===== src/pnm_pkg.sv =====
// Shared types and constants for the tour neighbourhood-move engine.
// Depends on nothing; every other file but pnm_ram takes names from here by scope.
package pnm_pkg;

	localparam int MAX_TOWNS_DEF = 64;
	localparam int IDX_W         = 6;
	localparam int TOWN_W        = 6;
	localparam int COUNT_W       = 7;
	localparam int ACT_W         = 3;
	localparam int STAT_W        = 2;
	localparam int PADDR_W       = 3;
	localparam int PDATA_W       = 32;

	localparam logic [COUNT_W-1:0]   TOWN_COUNT_RST = COUNT_W'(64);
	// word index of the town_count register
	localparam logic [PADDR_W-3:0]   REG_TOWN_COUNT = '0;

	typedef enum logic [ACT_W-1:0] {
		ACT_LOAD    = 3'd0,
		ACT_READ    = 3'd1,
		ACT_SWAP    = 3'd2,
		ACT_REVERSE = 3'd3,
		ACT_INSERT  = 3'd4
	} action_t;

	typedef enum logic [STAT_W-1:0] {
		ST_DONE  = 2'd0,
		ST_EQUAL = 2'd1,
		ST_RANGE = 2'd2
	} status_t;

	typedef enum logic [2:0] {
		S_IDLE,
		S_PAIR_HI,
		S_PAIR_WLO,
		S_PAIR_WHI,
		S_MV_CAP,
		S_MV_WR,
		S_MV_LAST,
		S_FIN
	} seq_state_t;

endpackage


===== src/pnm_if.sv =====
// Valid/ready channel interfaces for command and response beats.
// Depends on pnm_pkg for field widths.
interface pnm_cmd_if;
	logic                        valid;
	logic                        ready;
	logic [pnm_pkg::ACT_W-1:0]   action;
	logic [pnm_pkg::IDX_W-1:0]   first_index;
	logic [pnm_pkg::IDX_W-1:0]   second_index;
	logic [pnm_pkg::TOWN_W-1:0]  load_value;

	modport source (output valid, action, first_index, second_index, load_value, input ready);
	modport sink (input valid, action, first_index, second_index, load_value, output ready);
endinterface

interface pnm_rsp_if;
	logic                        valid;
	logic                        ready;
	logic [pnm_pkg::STAT_W-1:0]  status;
	logic [pnm_pkg::TOWN_W-1:0]  read_value;

	modport source (output valid, status, read_value, input ready);
	modport sink (input valid, status, read_value, output ready);
endinterface


===== src/pnm_ram.sv =====
// Generic simple dual-port RAM: one write port, one read port, registered read.
// Depends on nothing.
module pnm_ram #(
	parameter int WIDTH = 8,
	parameter int DEPTH = 64,
	localparam int AW   = $clog2(DEPTH)
) (
	input  logic             clk,
	input  logic             we,
	input  logic [AW-1:0]    waddr,
	input  logic [WIDTH-1:0] wdata,
	input  logic             re,
	input  logic [AW-1:0]    raddr,
	output logic [WIDTH-1:0] rdata
);

	logic [WIDTH-1:0] mem [DEPTH];

	// read data holds while re is low
	always_ff @(posedge clk) begin
		if (we) begin
			mem[waddr] <= wdata;
		end
		if (re) begin
			rdata <= mem[raddr];
		end
	end

endmodule


===== src/pnm_cfg.sv =====
// APB-style configuration register block holding town_count.
// Depends on pnm_pkg.
module pnm_cfg (
	input  logic                              clk,
	input  logic                              arst_n,
	input  logic                              psel,
	input  logic                              penable,
	input  logic                              pwrite,
	input  logic [pnm_pkg::PADDR_W-1:0]       paddr,
	input  logic [pnm_pkg::PDATA_W-1:0]       pwdata,
	output logic [pnm_pkg::PDATA_W-1:0]       prdata,
	output logic                              pready,
	output logic [pnm_pkg::COUNT_W-1:0]       town_count
);

	logic                              hit;
	logic [pnm_pkg::COUNT_W-1:0]       town_count_q;

	assign hit = (paddr[pnm_pkg::PADDR_W-1:2] == pnm_pkg::REG_TOWN_COUNT);

	always_ff @(posedge clk or negedge arst_n) begin
		if (!arst_n) begin
			town_count_q <= pnm_pkg::TOWN_COUNT_RST;
		end else if (psel && penable && pwrite && hit) begin
			town_count_q <= pwdata[pnm_pkg::COUNT_W-1:0];
		end
	end

	assign prdata     = hit ? pnm_pkg::PDATA_W'(town_count_q) : '0;
	assign pready     = 1'b1;
	assign town_count = town_count_q;

endmodule


===== src/pnm_seq.sv =====
// Move sequencer: checks each command, then walks the tour RAM with
// read-modify-write steps and posts one response beat. Depends on pnm_pkg, pnm_if.
module pnm_seq #(
	parameter int MAX_TOWNS = pnm_pkg::MAX_TOWNS_DEF,
	parameter int AW        = $clog2(MAX_TOWNS)
) (
	input  logic                           clk,
	input  logic                           arst_n,
	pnm_cmd_if.sink                        cmd,
	pnm_rsp_if.source                      rsp,
	input  logic [pnm_pkg::COUNT_W-1:0]    town_count,
	output logic                           ram_we,
	output logic [AW-1:0]                  ram_waddr,
	output logic [pnm_pkg::TOWN_W-1:0]     ram_wdata,
	output logic                           ram_re,
	output logic [AW-1:0]                  ram_raddr,
	input  logic [pnm_pkg::TOWN_W-1:0]     ram_rdata
);

	localparam int IW = pnm_pkg::IDX_W;

	pnm_pkg::seq_state_t           state_q, state_d;
	logic [pnm_pkg::ACT_W-1:0]     act_q;
	pnm_pkg::status_t              stat_q, st_new;
	logic [IW-1:0]                 lo_q, hi_q;
	logic                          up_q;
	logic [pnm_pkg::TOWN_W-1:0]    hold_q;
	logic                          rsp_valid_q;
	logic [pnm_pkg::STAT_W-1:0]    rsp_status_q;
	logic [pnm_pkg::TOWN_W-1:0]    rsp_value_q;

	logic                          a_ok, b_ok, a_lt_b, is_lr, is_move;
	logic [IW-1:0]                 lo_new, hi_new, mv_next, mv_next2;
	logic                          pair_more, fin_take;

	// position checks: a < min(town_count, MAX_TOWNS)
	assign a_ok   = ({1'b0, cmd.first_index} < town_count) &&
	                (int'(cmd.first_index) < MAX_TOWNS);
	assign b_ok   = ({1'b0, cmd.second_index} < town_count) &&
	                (int'(cmd.second_index) < MAX_TOWNS);
	assign a_lt_b = cmd.first_index < cmd.second_index;
	assign lo_new = a_lt_b ? cmd.first_index : cmd.second_index;
	assign hi_new = a_lt_b ? cmd.second_index : cmd.first_index;

	assign is_lr   = (cmd.action == pnm_pkg::ACT_LOAD) || (cmd.action == pnm_pkg::ACT_READ);
	assign is_move = (cmd.action == pnm_pkg::ACT_SWAP) ||
	                 (cmd.action == pnm_pkg::ACT_REVERSE) ||
	                 (cmd.action == pnm_pkg::ACT_INSERT);

	always_comb begin
		st_new = pnm_pkg::ST_DONE;
		if (is_lr) begin
			if (!a_ok) st_new = pnm_pkg::ST_RANGE;
		end else if (is_move) begin
			if (!a_ok || !b_ok) begin
				st_new = pnm_pkg::ST_RANGE;
			end else if (cmd.first_index == cmd.second_index) begin
				st_new = pnm_pkg::ST_EQUAL;
			end
		end
	end

	assign mv_next   = up_q ? lo_q + IW'(1) : lo_q - IW'(1);
	assign mv_next2  = up_q ? lo_q + IW'(2) : lo_q - IW'(2);
	assign pair_more = (act_q == pnm_pkg::ACT_REVERSE) && ((hi_q - lo_q) > IW'(2));

	always_ff @(posedge clk or negedge arst_n) begin
		if (!arst_n) begin
			state_q <= pnm_pkg::S_IDLE;
		end else begin
			state_q <= state_d;
		end
	end

	// Accesses never hit one entry in the same cycle: a pair writes lo then hi
	// and the next read goes to lo+1, a shift reads two places ahead of its write.
	always_comb begin
		state_d   = state_q;
		ram_we    = 1'b0;
		ram_waddr = '0;
		ram_wdata = '0;
		ram_re    = 1'b0;
		ram_raddr = '0;
		cmd.ready = 1'b0;
		fin_take  = 1'b0;
		unique case (state_q)
			pnm_pkg::S_IDLE: begin
				cmd.ready = 1'b1;
				if (cmd.valid) begin
					state_d = pnm_pkg::S_FIN;
					if (st_new == pnm_pkg::ST_DONE) begin
						unique case (cmd.action) inside
							pnm_pkg::ACT_LOAD: begin
								ram_we    = 1'b1;
								ram_waddr = AW'(cmd.first_index);
								ram_wdata = cmd.load_value;
							end
							pnm_pkg::ACT_READ: begin
								ram_re    = 1'b1;
								ram_raddr = AW'(cmd.first_index);
							end
							pnm_pkg::ACT_SWAP, pnm_pkg::ACT_REVERSE: begin
								ram_re    = 1'b1;
								ram_raddr = AW'(lo_new);
								state_d   = pnm_pkg::S_PAIR_HI;
							end
							pnm_pkg::ACT_INSERT: begin
								ram_re    = 1'b1;
								ram_raddr = AW'(cmd.first_index);
								state_d   = pnm_pkg::S_MV_CAP;
							end
							default: begin
								state_d = pnm_pkg::S_FIN;
							end
						endcase
					end
				end
			end
			pnm_pkg::S_PAIR_HI: begin
				ram_re    = 1'b1;
				ram_raddr = AW'(hi_q);
				state_d   = pnm_pkg::S_PAIR_WLO;
			end
			pnm_pkg::S_PAIR_WLO: begin
				ram_we    = 1'b1;
				ram_waddr = AW'(lo_q);
				ram_wdata = ram_rdata;
				state_d   = pnm_pkg::S_PAIR_WHI;
			end
			pnm_pkg::S_PAIR_WHI: begin
				ram_we    = 1'b1;
				ram_waddr = AW'(hi_q);
				ram_wdata = hold_q;
				if (pair_more) begin
					ram_re    = 1'b1;
					ram_raddr = AW'(lo_q + IW'(1));
					state_d   = pnm_pkg::S_PAIR_HI;
				end else begin
					state_d = pnm_pkg::S_FIN;
				end
			end
			pnm_pkg::S_MV_CAP: begin
				ram_re    = 1'b1;
				ram_raddr = AW'(mv_next);
				state_d   = pnm_pkg::S_MV_WR;
			end
			pnm_pkg::S_MV_WR: begin
				ram_we    = 1'b1;
				ram_waddr = AW'(lo_q);
				ram_wdata = ram_rdata;
				if (mv_next == hi_q) begin
					state_d = pnm_pkg::S_MV_LAST;
				end else begin
					ram_re    = 1'b1;
					ram_raddr = AW'(mv_next2);
				end
			end
			pnm_pkg::S_MV_LAST: begin
				ram_we    = 1'b1;
				ram_waddr = AW'(hi_q);
				ram_wdata = hold_q;
				state_d   = pnm_pkg::S_FIN;
			end
			pnm_pkg::S_FIN: begin
				// post the beat once the output register is free
				if (!rsp_valid_q || rsp.ready) begin
					fin_take = 1'b1;
					state_d  = pnm_pkg::S_IDLE;
				end
			end
			default: begin
				state_d = pnm_pkg::S_IDLE;
			end
		endcase
	end

	always_ff @(posedge clk) begin
		if (state_q == pnm_pkg::S_IDLE && cmd.valid) begin
			act_q  <= cmd.action;
			stat_q <= st_new;
			up_q   <= a_lt_b;
			if (cmd.action == pnm_pkg::ACT_INSERT) begin
				lo_q <= cmd.first_index;
				hi_q <= cmd.second_index;
			end else begin
				lo_q <= lo_new;
				hi_q <= hi_new;
			end
		end
		if (state_q == pnm_pkg::S_PAIR_HI || state_q == pnm_pkg::S_MV_CAP) begin
			hold_q <= ram_rdata;
		end
		if (state_q == pnm_pkg::S_PAIR_WHI) begin
			lo_q <= lo_q + IW'(1);
			hi_q <= hi_q - IW'(1);
		end
		if (state_q == pnm_pkg::S_MV_WR) begin
			lo_q <= mv_next;
		end
		if (fin_take) begin
			rsp_status_q <= stat_q;
			rsp_value_q  <= (act_q == pnm_pkg::ACT_READ && stat_q == pnm_pkg::ST_DONE) ?
			                ram_rdata : '0;
		end
	end

	always_ff @(posedge clk or negedge arst_n) begin
		if (!arst_n) begin
			rsp_valid_q <= 1'b0;
		end else if (fin_take) begin
			rsp_valid_q <= 1'b1;
		end else if (rsp.ready) begin
			rsp_valid_q <= 1'b0;
		end
	end

	assign rsp.valid      = rsp_valid_q;
	assign rsp.status     = rsp_status_q;
	assign rsp.read_value = rsp_value_q;

endmodule


===== src/permutation_neighbour_move_top.sv =====
// Top level of the tour neighbourhood-move engine: config block, sequencer, tour RAM.
// Depends on pnm_pkg, pnm_if, pnm_ram, pnm_cfg, pnm_seq.
//
//   port   dir    kind        beat contents
//   cmd    in     valid/ready action, first_index, second_index, load_value
//   rsp    out    valid/ready status, read_value
//   apb    in     APB write   town_count at byte address 0
//
// Load and read touch the RAM once; a rejected or unknown command does not touch it.
// Swap and reverse read both ends of a pair and write them back exchanged; insert
// shifts every entry between the positions by one place and puts the held one last.
// The single-read, single-write tour RAM sets the pace: one entry moves per cycle
// on insert, a pair takes two reads and two writes on reverse.
// Reset clears control state only; the tour RAM holds garbage until loaded.
// A stalled rsp beat holds in the output register; the next command can be
// accepted meanwhile, and its response waits for the register to free up.
module permutation_neighbour_move_top #(
	parameter int MAX_TOWNS = pnm_pkg::MAX_TOWNS_DEF
) (
	input  logic                          clk,
	input  logic                          arst_n,
	pnm_cmd_if.sink                       cmd,
	pnm_rsp_if.source                     rsp,
	input  logic                          psel,
	input  logic                          penable,
	input  logic                          pwrite,
	input  logic [pnm_pkg::PADDR_W-1:0]   paddr,
	input  logic [pnm_pkg::PDATA_W-1:0]   pwdata,
	output logic [pnm_pkg::PDATA_W-1:0]   prdata,
	output logic                          pready
);

	localparam int AW = $clog2(MAX_TOWNS);

	logic [pnm_pkg::COUNT_W-1:0] town_count;
	logic                        ram_we, ram_re;
	logic [AW-1:0]               ram_waddr, ram_raddr;
	logic [pnm_pkg::TOWN_W-1:0]  ram_wdata, ram_rdata;

	pnm_cfg u_cfg (
		.clk        (clk),
		.arst_n     (arst_n),
		.psel       (psel),
		.penable    (penable),
		.pwrite     (pwrite),
		.paddr      (paddr),
		.pwdata     (pwdata),
		.prdata     (prdata),
		.pready     (pready),
		.town_count (town_count)
	);

	pnm_ram #(
		.WIDTH (pnm_pkg::TOWN_W),
		.DEPTH (MAX_TOWNS)
	) u_tour_ram (
		.clk   (clk),
		.we    (ram_we),
		.waddr (ram_waddr),
		.wdata (ram_wdata),
		.re    (ram_re),
		.raddr (ram_raddr),
		.rdata (ram_rdata)
	);

	pnm_seq #(
		.MAX_TOWNS (MAX_TOWNS),
		.AW        (AW)
	) u_seq (
		.clk        (clk),
		.arst_n     (arst_n),
		.cmd        (cmd),
		.rsp        (rsp),
		.town_count (town_count),
		.ram_we     (ram_we),
		.ram_waddr  (ram_waddr),
		.ram_wdata  (ram_wdata),
		.ram_re     (ram_re),
		.ram_raddr  (ram_raddr),
		.ram_rdata  (ram_rdata)
	);

	// one command at a time: busy right after an accept
	a_busy_after_accept: assert property (@(posedge clk) disable iff (!arst_n)
		cmd.valid && cmd.ready |=> !cmd.ready)
		else $error("command accepted while sequencer busy");

	// no read and write of the same entry in one cycle
	a_no_rw_collision: assert property (@(posedge clk) disable iff (!arst_n)
		ram_we && ram_re |-> ram_waddr != ram_raddr)
		else $error("tour RAM read and write collide");

	a_write_in_depth: assert property (@(posedge clk) disable iff (!arst_n)
		ram_we |-> int'(ram_waddr) < MAX_TOWNS)
		else $error("tour RAM write beyond depth");

endmodule

===== src/flat_wrapper.sv =====
// flat-port wrapper written by rule: the top's interface ports become plain ports
module permutation_neighbour_move_top_flat 
#(
	parameter int MAX_TOWNS = pnm_pkg::MAX_TOWNS_DEF
)
  (clk, arst_n, psel, penable, pwrite, paddr, pwdata, prdata, pready, cmd_valid, cmd_action, cmd_first_index, cmd_second_index, cmd_load_value, cmd_ready, rsp_valid, rsp_status, rsp_read_value, rsp_ready);
  pnm_cmd_if cmd_i ();
  pnm_rsp_if rsp_i ();
  input  logic clk;
  input  logic arst_n;
  input  logic psel;
  input  logic penable;
  input  logic pwrite;
  input  logic [pnm_pkg::PADDR_W-1:0] paddr;
  input  logic [pnm_pkg::PDATA_W-1:0] pwdata;
  output logic [pnm_pkg::PDATA_W-1:0] prdata;
  output logic pready;
  input wire logic [$bits(cmd_i.valid)-1:0] cmd_valid;
  input wire logic [$bits(cmd_i.action)-1:0] cmd_action;
  input wire logic [$bits(cmd_i.first_index)-1:0] cmd_first_index;
  input wire logic [$bits(cmd_i.second_index)-1:0] cmd_second_index;
  input wire logic [$bits(cmd_i.load_value)-1:0] cmd_load_value;
  output wire logic [$bits(cmd_i.ready)-1:0] cmd_ready;
  output wire logic [$bits(rsp_i.valid)-1:0] rsp_valid;
  output wire logic [$bits(rsp_i.status)-1:0] rsp_status;
  output wire logic [$bits(rsp_i.read_value)-1:0] rsp_read_value;
  input wire logic [$bits(rsp_i.ready)-1:0] rsp_ready;
  assign cmd_i.valid = cmd_valid;
  assign cmd_i.action = cmd_action;
  assign cmd_i.first_index = cmd_first_index;
  assign cmd_i.second_index = cmd_second_index;
  assign cmd_i.load_value = cmd_load_value;
  assign cmd_ready = cmd_i.ready;
  assign rsp_valid = rsp_i.valid;
  assign rsp_status = rsp_i.status;
  assign rsp_read_value = rsp_i.read_value;
  assign rsp_i.ready = rsp_ready;
  permutation_neighbour_move_top #(.MAX_TOWNS(MAX_TOWNS)) u_core (.clk(clk), .arst_n(arst_n), .cmd(cmd_i), .rsp(rsp_i), .psel(psel), .penable(penable), .pwrite(pwrite), .paddr(paddr), .pwdata(pwdata), .prdata(prdata), .pready(pready));
endmodule

===== config.mk =====
export PLATFORM = sky130hd
export DESIGN_NAME = permutation_neighbour_move_top_flat
export DESIGN_NICKNAME = d
export VERILOG_FILES = /design/src/pnm_pkg.sv /design/src/pnm_if.sv /design/src/pnm_ram.sv /design/src/pnm_cfg.sv /design/src/pnm_seq.sv /design/src/permutation_neighbour_move_top.sv /design/src/flat_wrapper.sv
export SDC_FILE = /design/constraint.sdc
export NUM_CORES = 1
export LEC_CHECK = 0
export BUFFER_PORTS_ARGS = -buffer_cell sky130_fd_sc_hd__buf_2
export CELL_PAD_IN_SITES_DETAIL_PLACEMENT = 1
export CELL_PAD_IN_SITES_GLOBAL_PLACEMENT = 1
export CORE_AREA = 2 2 173 303
export DETAILED_ROUTE_END_ITERATION = 8
export DIE_AREA = 0 0 175 305
export PLACE_DENSITY = 0.64
export SLEW_MARGIN = 20
export SYNTH_ARGS = -nofsm -noshare
export SYNTH_HDL_FRONTEND = slang
export SYNTH_SLANG_ARGS = --single-unit

===== constraint.sdc =====
create_clock -name clk -period 4.5 [get_ports clk]
set_input_delay 0.225 -clock clk [delete_from_list [all_inputs] [get_ports clk]]
set_output_delay 0.225 -clock clk [all_outputs]
set_load 0.02 [all_outputs]

Word level (Yosys, flattened, before mapping)
Memories as Yosys holds them, arrays and structs flattened. A register that Yosys moved wholly into a read port is not among the register bits.
Cells that the tools add are included.
- reduce and logical (&&, ||, !) cells: 30
- muxes and demuxes: 55
- add/sub/neg operators: 6
- bitwise gates (word level): 1
- equal/unequal tests: 18
- magnitude comparators: 4
- operator list (kind ; count):
    $mux 6 ; 21
    $pmux 6 s3 ; 2
    $pmux 6 s5 ; 1
    $pmux 3 s8 ; 1
    $mux 1 ; 16
    $eq 3x2->1 const B ; 5
    $eq 3x3->1 const B ; 5
    $mux 3 ; 5
    $lt 6x7->1 ; 2
    $eq 6x6->1 ; 2
    $pmux 6 s2 ; 1
    $sub 6x1->6 const B ; 2
    $reduce_or 2->1 ; 5
    $eq 3x1->1 const B ; 3
    $mux 2 ; 4
    $reduce_or 4->1 ; 2
    $mux 7 ; 1
    $add 6x1->6 const B ; 1
    $add 6x2->6 const B ; 1
    $gt 6x2->1 const B ; 1
    $logic_and 1x1->1 ; 6
    $logic_not 3->1 ; 2
    $logic_or 1x1->1 ; 6
    $lt 6x6->1 ; 1
    12 further kinds ; 18
- RAM bits: 384
- logic and storage cells: 126
- memories: 1
- register bits: 43
- output and inout port bits: 43
- input bits: 63
- memory list (memory ; words ; bits a word ; read ports ; clocked after memory_dff ; write ports ; line ; RTL):
    u_core.u_tour_ram.mem ; 64 ; 6 ; 1 ; 1 ; 1 ; pnm_ram.sv:17 ; logic [WIDTH-1:0] mem [DEPTH];

Logic depth before layout (Yosys ltp)
Gate-level depths: netlist of run 1.
- depth after elaboration: 12
- gate-level depth with buffers: 18
- mapped depth without buffers: 15

Modules after synthesis
Synthesis of run 1 repeated with hierarchy kept, for this count alone.
- cell total of the unflattened synthesis: 1160
- area, all modules: 19401.1 sq um
- modules (own cells, without submodules) (module ; sequential area each (sq um) ; instances ; area each (sq um) ; cells an instance):
    pnm_ram ; 11711.2 ; 1 ; 15285.9 ; 720
    pnm_seq ; 1061.0 ; 1 ; 3572.2 ; 390
    pnm_cfg ; 176.4 ; 1 ; 543.0 ; 50

Worst setup path after synthesis of run 1
No wires, ideal clock.
- kind: register -> register
- start point: register u_core.u_seq.lo_q[0]
- end point: register u_core.u_tour_ram.rdata[3] (read register of u_core.u_tour_ram.mem), data pin
- arrival time: 3.652 ns
- library setup time: 0.271 ns
- slack: 0.577 ns
- clock period less this slack: 3.923 ns
- data required time: 4.229 ns
- cell stages (with the launch flop): 17
- buffers on the path: 2
- cell sequence: edfxtp_1 > ha_1 > inv_1 > fa_1 > inv_1 > o22ai_1 > or4_1 > o2111ai_1 > o311a_2 > nand2_4 > buf_6 > buf_4 > mux2_1 > o22ai_1 > nor2_1 > a31oi_1 > o221ai_1
- word-level cells in the longest chain between the ends: 5
- elaborated cells on any way between the ends: 16
- classes of those cells: add/sub: 5; order compare: 1; eq/ne: 1; mux: 8; reduce/logical: 1
- ends and longest elaborated chain (element ; line ; RTL):
    start: declaration ; pnm_seq.sv:25 ; logic [IW-1:0] lo_q, hi_q;
    start signal: assignment ; pnm_seq.sv:183 ; lo_q <= cmd.first_index;
    start signal: assignment ; pnm_seq.sv:186 ; lo_q <= lo_new;
    start signal: assignment ; pnm_seq.sv:194 ; lo_q <= lo_q + IW'(1);
    $sub 6x6->6, or another cell as far along ; pnm_seq.sv:65 ; assign pair_more = (act_q == pnm_pkg::ACT_REVERSE) && ((hi_q - lo_q) > IW'(2));
    $gt 6x2->1 / $mux 6 (equally long branches) ; pnm_seq.sv:65, pnm_seq.sv:63 ;
    $logic_and 1x1->1 / $eq 6x6->1 (equally long branches) ; pnm_seq.sv:65, pnm_seq.sv:151 ;
    $mux 6, or another cell as far along ; pnm_seq.sv:134 ; if (pair_more) begin
    $pmux 6 s5 / $pmux 1 s4 (equally long branches) ; pnm_seq.sv:86 ; unique case (state_q)
    end: declaration ; pnm_ram.sv:14 ; output logic [WIDTH-1:0] rdata
Several ways; a longest one is shown, not always the timed one.
A chain may end at the register's enable or synchronous reset.

Worst setup path after layout of run 1
- start point: register u_core.u_seq.hi_q[0]
- end point: register u_core.u_tour_ram.rdata[5] (read register of u_core.u_tour_ram.mem), data pin
- word-level cells in the longest chain between the ends: 5
- elaborated cells on any way between the ends: 10
- classes of those cells: add/sub: 1; order compare: 1; eq/ne: 1; mux: 6; reduce/logical: 1
- ends and longest elaborated chain (element ; line ; RTL):
    start: declaration ; pnm_seq.sv:25 ;
    start signal: assignment ; pnm_seq.sv:184 ; hi_q <= cmd.second_index;
    start signal: assignment ; pnm_seq.sv:187 ; hi_q <= hi_new;
    start signal: assignment ; pnm_seq.sv:195 ; hi_q <= hi_q - IW'(1);
    $sub 6x6->6 ; pnm_seq.sv:65 ;
    $gt 6x2->1 ; pnm_seq.sv:65 ;
    $logic_and 1x1->1 ; pnm_seq.sv:65 ;
    $mux 6 / $mux 1 (equally long branches) ; pnm_seq.sv:134 ;
    $pmux 6 s5 / $pmux 1 s4 (equally long branches) ; pnm_seq.sv:86 ;
Several ways; a longest one is shown, not always the timed one.

==> metrics.md, run 1 <==
| Metric | Value |
|---|---|
| Synth Area in Compound Gates | `0.0896` |
| Ys async rst share | `0.0254` |
| Hold crit path type | `in -> async` |
| N_diodes | `0` |
| GR Overflow Total | `0` |
| Cell area power density | `759 nW/um^2` |
| Synth Cell Area | `20200 um^2` |
| Yosys cell types | `91` |
| Root buffer selected by CTS | `clkbuf_16` |
| Clock Latency Late Sink | `550 ps` |
| Critical Path RT | `4770 ps` |
| Ys Warns | `0` |
| Cells after DPL | `2421` |
| Clock sink count | `433` |
| RSZ-0062 raised after global routing | `true` |
| Gate power share | `0.481` |
| Global-route usage over all layers | `0.244` |
| Vias in the first global route | `15.4k` |
| Core area | `51100 um^2` |
| Worst Clk Skew | `18.8 ps` |
| DR vias/cell | `5.63` |
| Layout cells sized above 1 | `0.236` |
| Final slew viol count | `0` |
| Site Rows | `110` |
| Place WS | `-251 ps` |
| Crit path largest cell delay | `580 ps` |
| Drt pass-1 iters | `5` |
| Count of final setup violators | `0` |
| CP Class | `reg -> reg` |
| Antenna-violating nets left | `0` |
| Final min period | `4440 ps` |
| Final Wtd Congestion | `0.931` |
| Int Power | `10800 uW` |
| CP endpoint kind | `register` |
| Initial detailed-routing violation count | `893` |
| Die width | `175 um` |
| Largest net degree at the start of global routing | `65` |
| Post-synth EDFFs | `422` |
| CTS max path bufs | `3` |
| H-tree Lvls | `2` |
| Seq pwr share | `0.329` |
| First-pass GRT wire length | `96600 um` |
| Largest family of logic cells by synthesized area | `simple AND/OR/NAND/NOR gates` |
| Vias | `14.1k` |
| Clock Pin Slew Worst Setup and Hold Paths | `60 ps` |
| FF+latch count, synth | `433` |
| Die height | `305 um` |
| Sequential fraction of the synthesis area | `0.641` |
| Finished Layout Cells | `2510` |
| Die area | `53400 um^2` |
| Adder-Cell Fraction of Synth Area | `0.0187` |
| Max-Cap Viols | `0` |
| Fin util | `0.472` |
| Lkg Pwr | `0.00904 uW` |
| CP cell instances | `inv_1 > ha_1 > inv_1 > fa_1 > inv_1 > o22ai_1 > or4_4 > o2111ai_2 > buf_4 > o311a_2 > nand2_4 > buf_12 > mux2_1 > o221ai_1 > buf_4 > nor4_2 > buf_4 > o21ai_4 > o311ai_2` |
| Max_slew headroom | `0.428` |
| VDD IR max | `0.364 mV` |
| Max Clk Rate | `225 MHz` |
| Post-Syn Instances | `1593` |
| Mux share of post-synthesis cell area | `0.0667` |
| DR DRC count | `0` |
| Post-Synth XOR/XNOR Area | `0.0137` |
| CTS Buf Count | `42` |
| Clock power frac | `0.189` |
| Worst slew pin tran | `858 ps` |
| Post-Synth Simple-Gate Area | `0.130` |
| TritonCTS clock tree | `yes` |
| CP Max Fanout | `25` |
| Area added between synthesis and finish | `19.4%` |
| Routed length per placed instance | `26.0 um` |
| Nets@finish | `1901` |
| # IOs | `106` |
| WL final | `65200 um` |
| Fin. Hold Viols | `0` |
| Top_reg_cell synth | `edfxtp_1` |
| Period utilisation layout | `0.986` |
| Setup WS post-layout | `61.9 ps` |
| Cell area after placement | `22400 um^2` |
| Syn_area_per_cell | `12.7 um^2` |
| Port Buf Inserts | `52` |
| NetSw | `7490 uW` |
| Starting Density | `0.396` |
| Status | `finished, final reports clean` |
| Worst Path Arrival | `4710 ps` |
| Sw Share | `0.409` |
| CP Launch Type | `register` |
| DP HPWL | `47600 um` |
| Highest-delay cell along the critical path | `or4_4` |
| Antenna violations before repair | `0` |
| Post-route cell area | `24100 um^2` |
-- critical path: cells and delay by family, from the launching register on --
| family | cells | cell delay, ps |
|---|---|---|
| compound gates | 6 | 1060 |
| buf+inv | 7 | 960 |
| simple gates | 3 | 730 |
| fa+ha+maj | 2 | 600 |
| flops | 1 | 390 |
| mux | 1 | 380 |
-- cell families after synthesis --
family,after synthesis
simple gates,550
flops,433
xor+xnor,26
other cells,2
compound gates,270
fa+ha+maj,29
mux,123
buf+inv,160
-- layout by cell type, fill, tap and decap left out, drive strengths merged, types with 6 or more instances in the layout --
cell type	instances
a22oi	8
clkinv	19
o311ai	6
and2	10
nor4	12
clkinvlp	7
or4	7
conb	26
a311oi	8
o211ai	10
dlygate4sd3	12
nand3	170
xnor2	18
dfrtp	10
inv	40
nor3	9
and3	12
nor2b	14
o21ai	90
a222oi	8
o22ai	18
nor2	104
buf	257
a21oi	54
edfxtp	422
nand2	173
o221ai	11
mux2	51
nand2b	10
mux2i	68
clkbuf	43
ha	27
nand4	12
-- state kept, by name (all words and copies together), names as in the netlist, 3 cells and up --
register and count:
u_core.u_seq.hi_q 6, u_core.u_seq.lo_q 6, u_core.u_seq.hold_q 6, u_core.u_seq.act_q 3, u_core.u_seq.rsp.read_value 6, u_core.u_cfg.town_count 7, u_core.u_tour_ram.rdata 6, u_core.u_seq.state_q 3
u_core.u_tour_ram.mem 384
-- timing repair --
item	4_1_cts	5_1_grt
setup endpoints to repair	6	6
hold buffers	12	0
pin swaps	1	4
hold endpoints to repair	22	0
gates resized for setup	16	31
setup buffers	1	2
-- through the flow --
step / TNS [ps] / hold slack [ps] / power, uW
3_3_place_gp: -568 / 120 / 14400
3_5_place_dp: -729 / 119 / 14600
5_1_grt: -350 / 114 / 19100
6_report: 0 / 110 / 18300
4_1_cts: 0 / 75.0 / 18200
2_1_floorplan: 0 / -70.6 / 10700
-- power groups by stage --
stage	combinational, uW	clock, uW	sequential [uW]
final	8820	3470	6030
after floorplan	4620	0	6070
after detailed placement	8470	0	6120
after CTS	8600	3530	6030
after global routing	9400	3660	6070
after global placement	8280	0	6100
-- cell usage after synthesis, drive strengths merged, types with 6 or more instances --
| cell type | count | area share |
|---|---|---|
| o22ai | 18 | 0.0059 |
| inv | 38 | 0.0071 |
| clkbuf | 50 | 0.0093 |
| a311oi | 8 | 0.0035 |
| and3 | 12 | 0.0037 |
| o211ai | 10 | 0.0045 |
| a21oi | 54 | 0.013 |
| nand3 | 170 | 0.042 |
| dfrtp | 10 | 0.012 |
| or4 | 7 | 0.0028 |
| nand2b | 10 | 0.0031 |
| and2 | 10 | 0.0032 |
| mux2i | 68 | 0.034 |
| nor4 | 12 | 0.0045 |
| nor2b | 14 | 0.0043 |
| a222oi | 8 | 0.0040 |
| nand2 | 173 | 0.033 |
| o221ai | 11 | 0.0048 |
| nor2 | 104 | 0.020 |
| o311ai | 6 | 0.0038 |
| nand4 | 12 | 0.0040 |
| o21ai | 90 | 0.022 |
| xnor2 | 18 | 0.0082 |
| edfxtp | 422 | 0.63 |
| mux2 | 51 | 0.028 |
| buf | 72 | 0.024 |
| ha | 27 | 0.017 |
| nor3 | 9 | 0.0022 |
| a22oi | 8 | 0.0030 |
-- layer usage --
layer,GRT usage,share of wire,vias up
met5,0,0,-
met4,0.160,0.071,0
met3,0.0257,0.032,180
met2,0.473,0.56,368
met1,0.239,0.34,7204
li1,-,-,6386
-- cell type report --
class	instances	area [um^2]
clock inverter	31	274
inverter	38	143
tap	672	841
sequential	433	12900
multi-input combinational	1024	6730
fill	5275	26900
clock buffer	42	1050
timing repair buffer	270	2140
-- worst paths after layout --
path,from,to,slack (ps),cells after the start
setup / recovery,u_core.u_seq.hi_q[0],u_core.u_tour_ram.rdata[5],60,19
max in group asynchronous,arst_n,u_core.u_cfg.town_count[6],4110,2
min in group clk,cmd_action[2],u_core.u_seq.act_q[2],150,2
hold / removal,arst_n,u_core.u_seq.state_q[1],110,2
setup reg to reg,u_core.u_seq.hi_q[0],u_core.u_tour_ram.rdata[5],60,19
hold reg to reg,u_core.u_seq.stat_q[0],u_core.u_seq.rsp.status[0],460,0
No activity file was read; power rests on OpenSTA's default activity.
==> inputs of run 2 (changes only) <==
Settings changed: PLACE_DENSITY 0.64 to 0.76.
==> run 2 against run 1 <==
Largest power group unchanged. Critical endpoint is now u_core.u_tour_ram.rdata[3]. Critical path type unchanged. Count of clock-buffer cells in the layout increased by 8. Worst setup slack improved by 32 ps. Register-to-register slack improved by 30 ps. Highest routed layer unchanged.
==> metrics.md, run 2 (synthesis gave the netlist of run 1 again) <==
| Metric | Value |
|---|---|
| Status | `finished, final reports clean` |
| CTS Buf Count | `40` |
| Count of final setup violators | `0` |
| DR vias/cell | `5.82` |
| Period utilisation layout | `0.979` |
| WL final | `66000 um` |
| Setup WS post-layout | `94.1 ps` |
| Core area | `51100 um^2` |
| Die width | `175 um` |
| CTS max path bufs | `3` |
| Min-Delay Endpoint | `u_core.u_seq.state_q[0]` |
| Final Wtd Congestion | `0.910` |
| Final slew viol count | `0` |
| Clock sink count | `433` |
| Antenna-violating nets left | `0` |
| # IOs | `106` |
| Antenna violations before repair | `0` |
| Port Buf Inserts | `52` |
| Die height | `305 um` |
| Routed length per placed instance | `26.4 um` |
| Root buffer selected by CTS | `clkbuf_16` |
| NetSw | `7690 uW` |
| Vias in the first global route | `15.7k` |
| Nets@finish | `1887` |
| Worst Path Arrival | `4760 ps` |
| Most frequent CP cell | `buf_4` |
| GR Overflow Total | `0` |
| Max_slew headroom | `0.486` |
| Hold crit path type | `in -> reg` |
| Max Clk Rate | `227 MHz` |
| Cell area power density | `775 nW/um^2` |
| Reg2Reg Depth | `18` |
| Gate power share | `0.489` |
| Int Power | `11000 uW` |
| Clock Latency Late Sink | `560 ps` |
| Fillers | `5252` |
| CP Class | `reg -> reg` |
| Starting Density | `0.396` |
| Hold WS | `28.5 ps` |
| Most frequent cells in the layout | `422 x edfxtp_1, 173 x buf_4, 171 x nand2_1` |
| First-pass GRT wire length | `97500 um` |
| Crit path largest cell delay | `560 ps` |
| DP HPWL | `45300 um` |
| FF-to-FF Start | `u_core.u_seq.hi_q[0]` |
| Worst Clk Skew | `21.6 ps` |
| Largest net degree at the start of global routing | `65` |
| Commonest non-fill, non-tap cell in the layout | `edfxtp_1` |
| Largest Register | `u_core.u_tour_ram.mem` |
| Final min period | `4410 ps` |
| Site Rows | `110` |
| Lkg Pwr | `0.00897 uW` |
| Reg2reg end | `u_core.u_tour_ram.rdata[3]` |
| DR DRC count | `0` |
| Highest-delay cell along the critical path | `or4_4` |
| CP Max Fanout | `8` |
| Clock power frac | `0.188` |
| Die area | `53400 um^2` |
| Fin. Hold Viols | `0` |
| CP endpoint kind | `register` |
| FF-to-FF setup slack | `90 ps` |
| Max-Cap Viols | `0` |
| Initial detailed-routing violation count | `1377` |
| Place WS | `-304 ps` |
| CP Launch Type | `register` |
| Drt pass-1 iters | `7` |
| Layout cells sized above 1 | `0.227` |
| CP cell instances | `inv_1 > ha_1 > inv_1 > fa_1 > xor2_1 > or4_4 > o2111ai_1 > buf_4 > o311a_4 > nand2_8 > buf_6 > mux2_2 > o221ai_2 > buf_4 > nor4_4 > buf_4 > a31oi_1 > o221ai_2` |
| Area added between synthesis and finish | `19.0%` |
| VDD IR max | `0.311 mV` |
| Max reg flops | `384` |
| Fin util | `0.471` |
| Critical Path RT | `4850 ps` |
| Worst slew pin tran | `771 ps` |
| Global-route usage over all layers | `0.245` |
| Worst Hold Launch | `cmd_valid` |
| H-tree Lvls | `2` |
| Clock Pin Slew Worst Setup and Hold Paths | `70 ps` |
| Cells on Worst Hold Path | `3` |
| Seq pwr share | `0.323` |
| Sw Share | `0.413` |
| Vias | `14.5k` |
| N_diodes | `0` |
| TritonCTS clock tree | `yes` |
[run 2: changes by cell type in the layout (fill, tap and decap cells not counted), sizes merged, moves of 6 or more]
cell / previous run / this run
clkinv: 19 / 13
buf: 257 / 248
clkbuf: 43 / 50
clkinvlp: 7 / 0
[run 2: how the worst max path moves through the flow]
stage	startpoint	end	cells after the start
final	u_core.u_seq.hi_q[0]	u_core.u_tour_ram.rdata[3]	18
after CTS	u_core.u_seq.hi_q[0]	u_core.u_tour_ram.rdata[1]	18
after global placement	u_core.u_seq.hi_q[0]	u_core.u_tour_ram.rdata[3]	19
after detailed placement	u_core.u_seq.hi_q[0]	u_core.u_tour_ram.rdata[3]	19
after floorplan	u_core.u_seq.lo_q[0]	u_core.u_tour_ram.rdata[3]	16
after global routing	u_core.u_seq.lo_q[1]	u_core.u_tour_ram.rdata[3]	19
[run 2: timing repair]
action | CTS | global route
buffers inserted | 7 | 3
endpoints found under the setup margin | 5 | 24
pin swaps | 4 | 7
gates resized for setup | 13 | 36
hold endpoints to repair | 20 | 0
hold buffers | 10 | 0
[run 2: layer usage]
layer  vias to the layer above  track usage  share of wire
met5                         -            0              0
met4                         0        0.196          0.090
met3                       231       0.0333          0.043
met2                       560        0.454           0.54
met1                      7396        0.239           0.33
li1                       6357            -              -
[run 2: stage by stage]
step | total power (uW) | cells | setup TNS [ps] | instance area [um^2]
6_report | 18600 | 2497 | 0 | 24000
3_5_place_dp | 14500 | 2407 | -802 | 22300
4_1_cts | 18200 | 2495 | 0 | 23900
3_3_place_gp | 14200 | 2406 | -307 | 22300
2_1_floorplan | 10700 | 1617 | 0 | 20300
5_1_grt | 19300 | 2497 | -31.1 | 24000
[run 2: power by group through the flow]
stage               combinational, uW  sequential [uW]  clock [uW]
finish                           9120             6030        3500
global route                     9570             6060        3650
CTS                              8690             6020        3540
detailed placement               8410             6100           0
global placement                 8130             6070           0
floorplan                        4620             6070           0
[run 2: area by class of cell]
class	count	area [um^2]	share of cell area
Tap cell	672	841	0.0350
Timing Repair Buffer	258	2060	0.0855
Sequential cell	433	12900	0.539
Clock buffer	50	1060	0.0441
Clock inverter	22	253	0.0105
Inverter	38	143	0.00593
Multi-Input combinational cell	1024	6740	0.280
[run 2: critical path: cells and delay by family, from the launching register on]
family          cells  cell delay [ps]
fa+ha+maj           2              550
compound gates      5              910
flops               1              390
simple gates        3             1010
buf+inv             6              880
mux                 1              240
xor+xnor            1              180
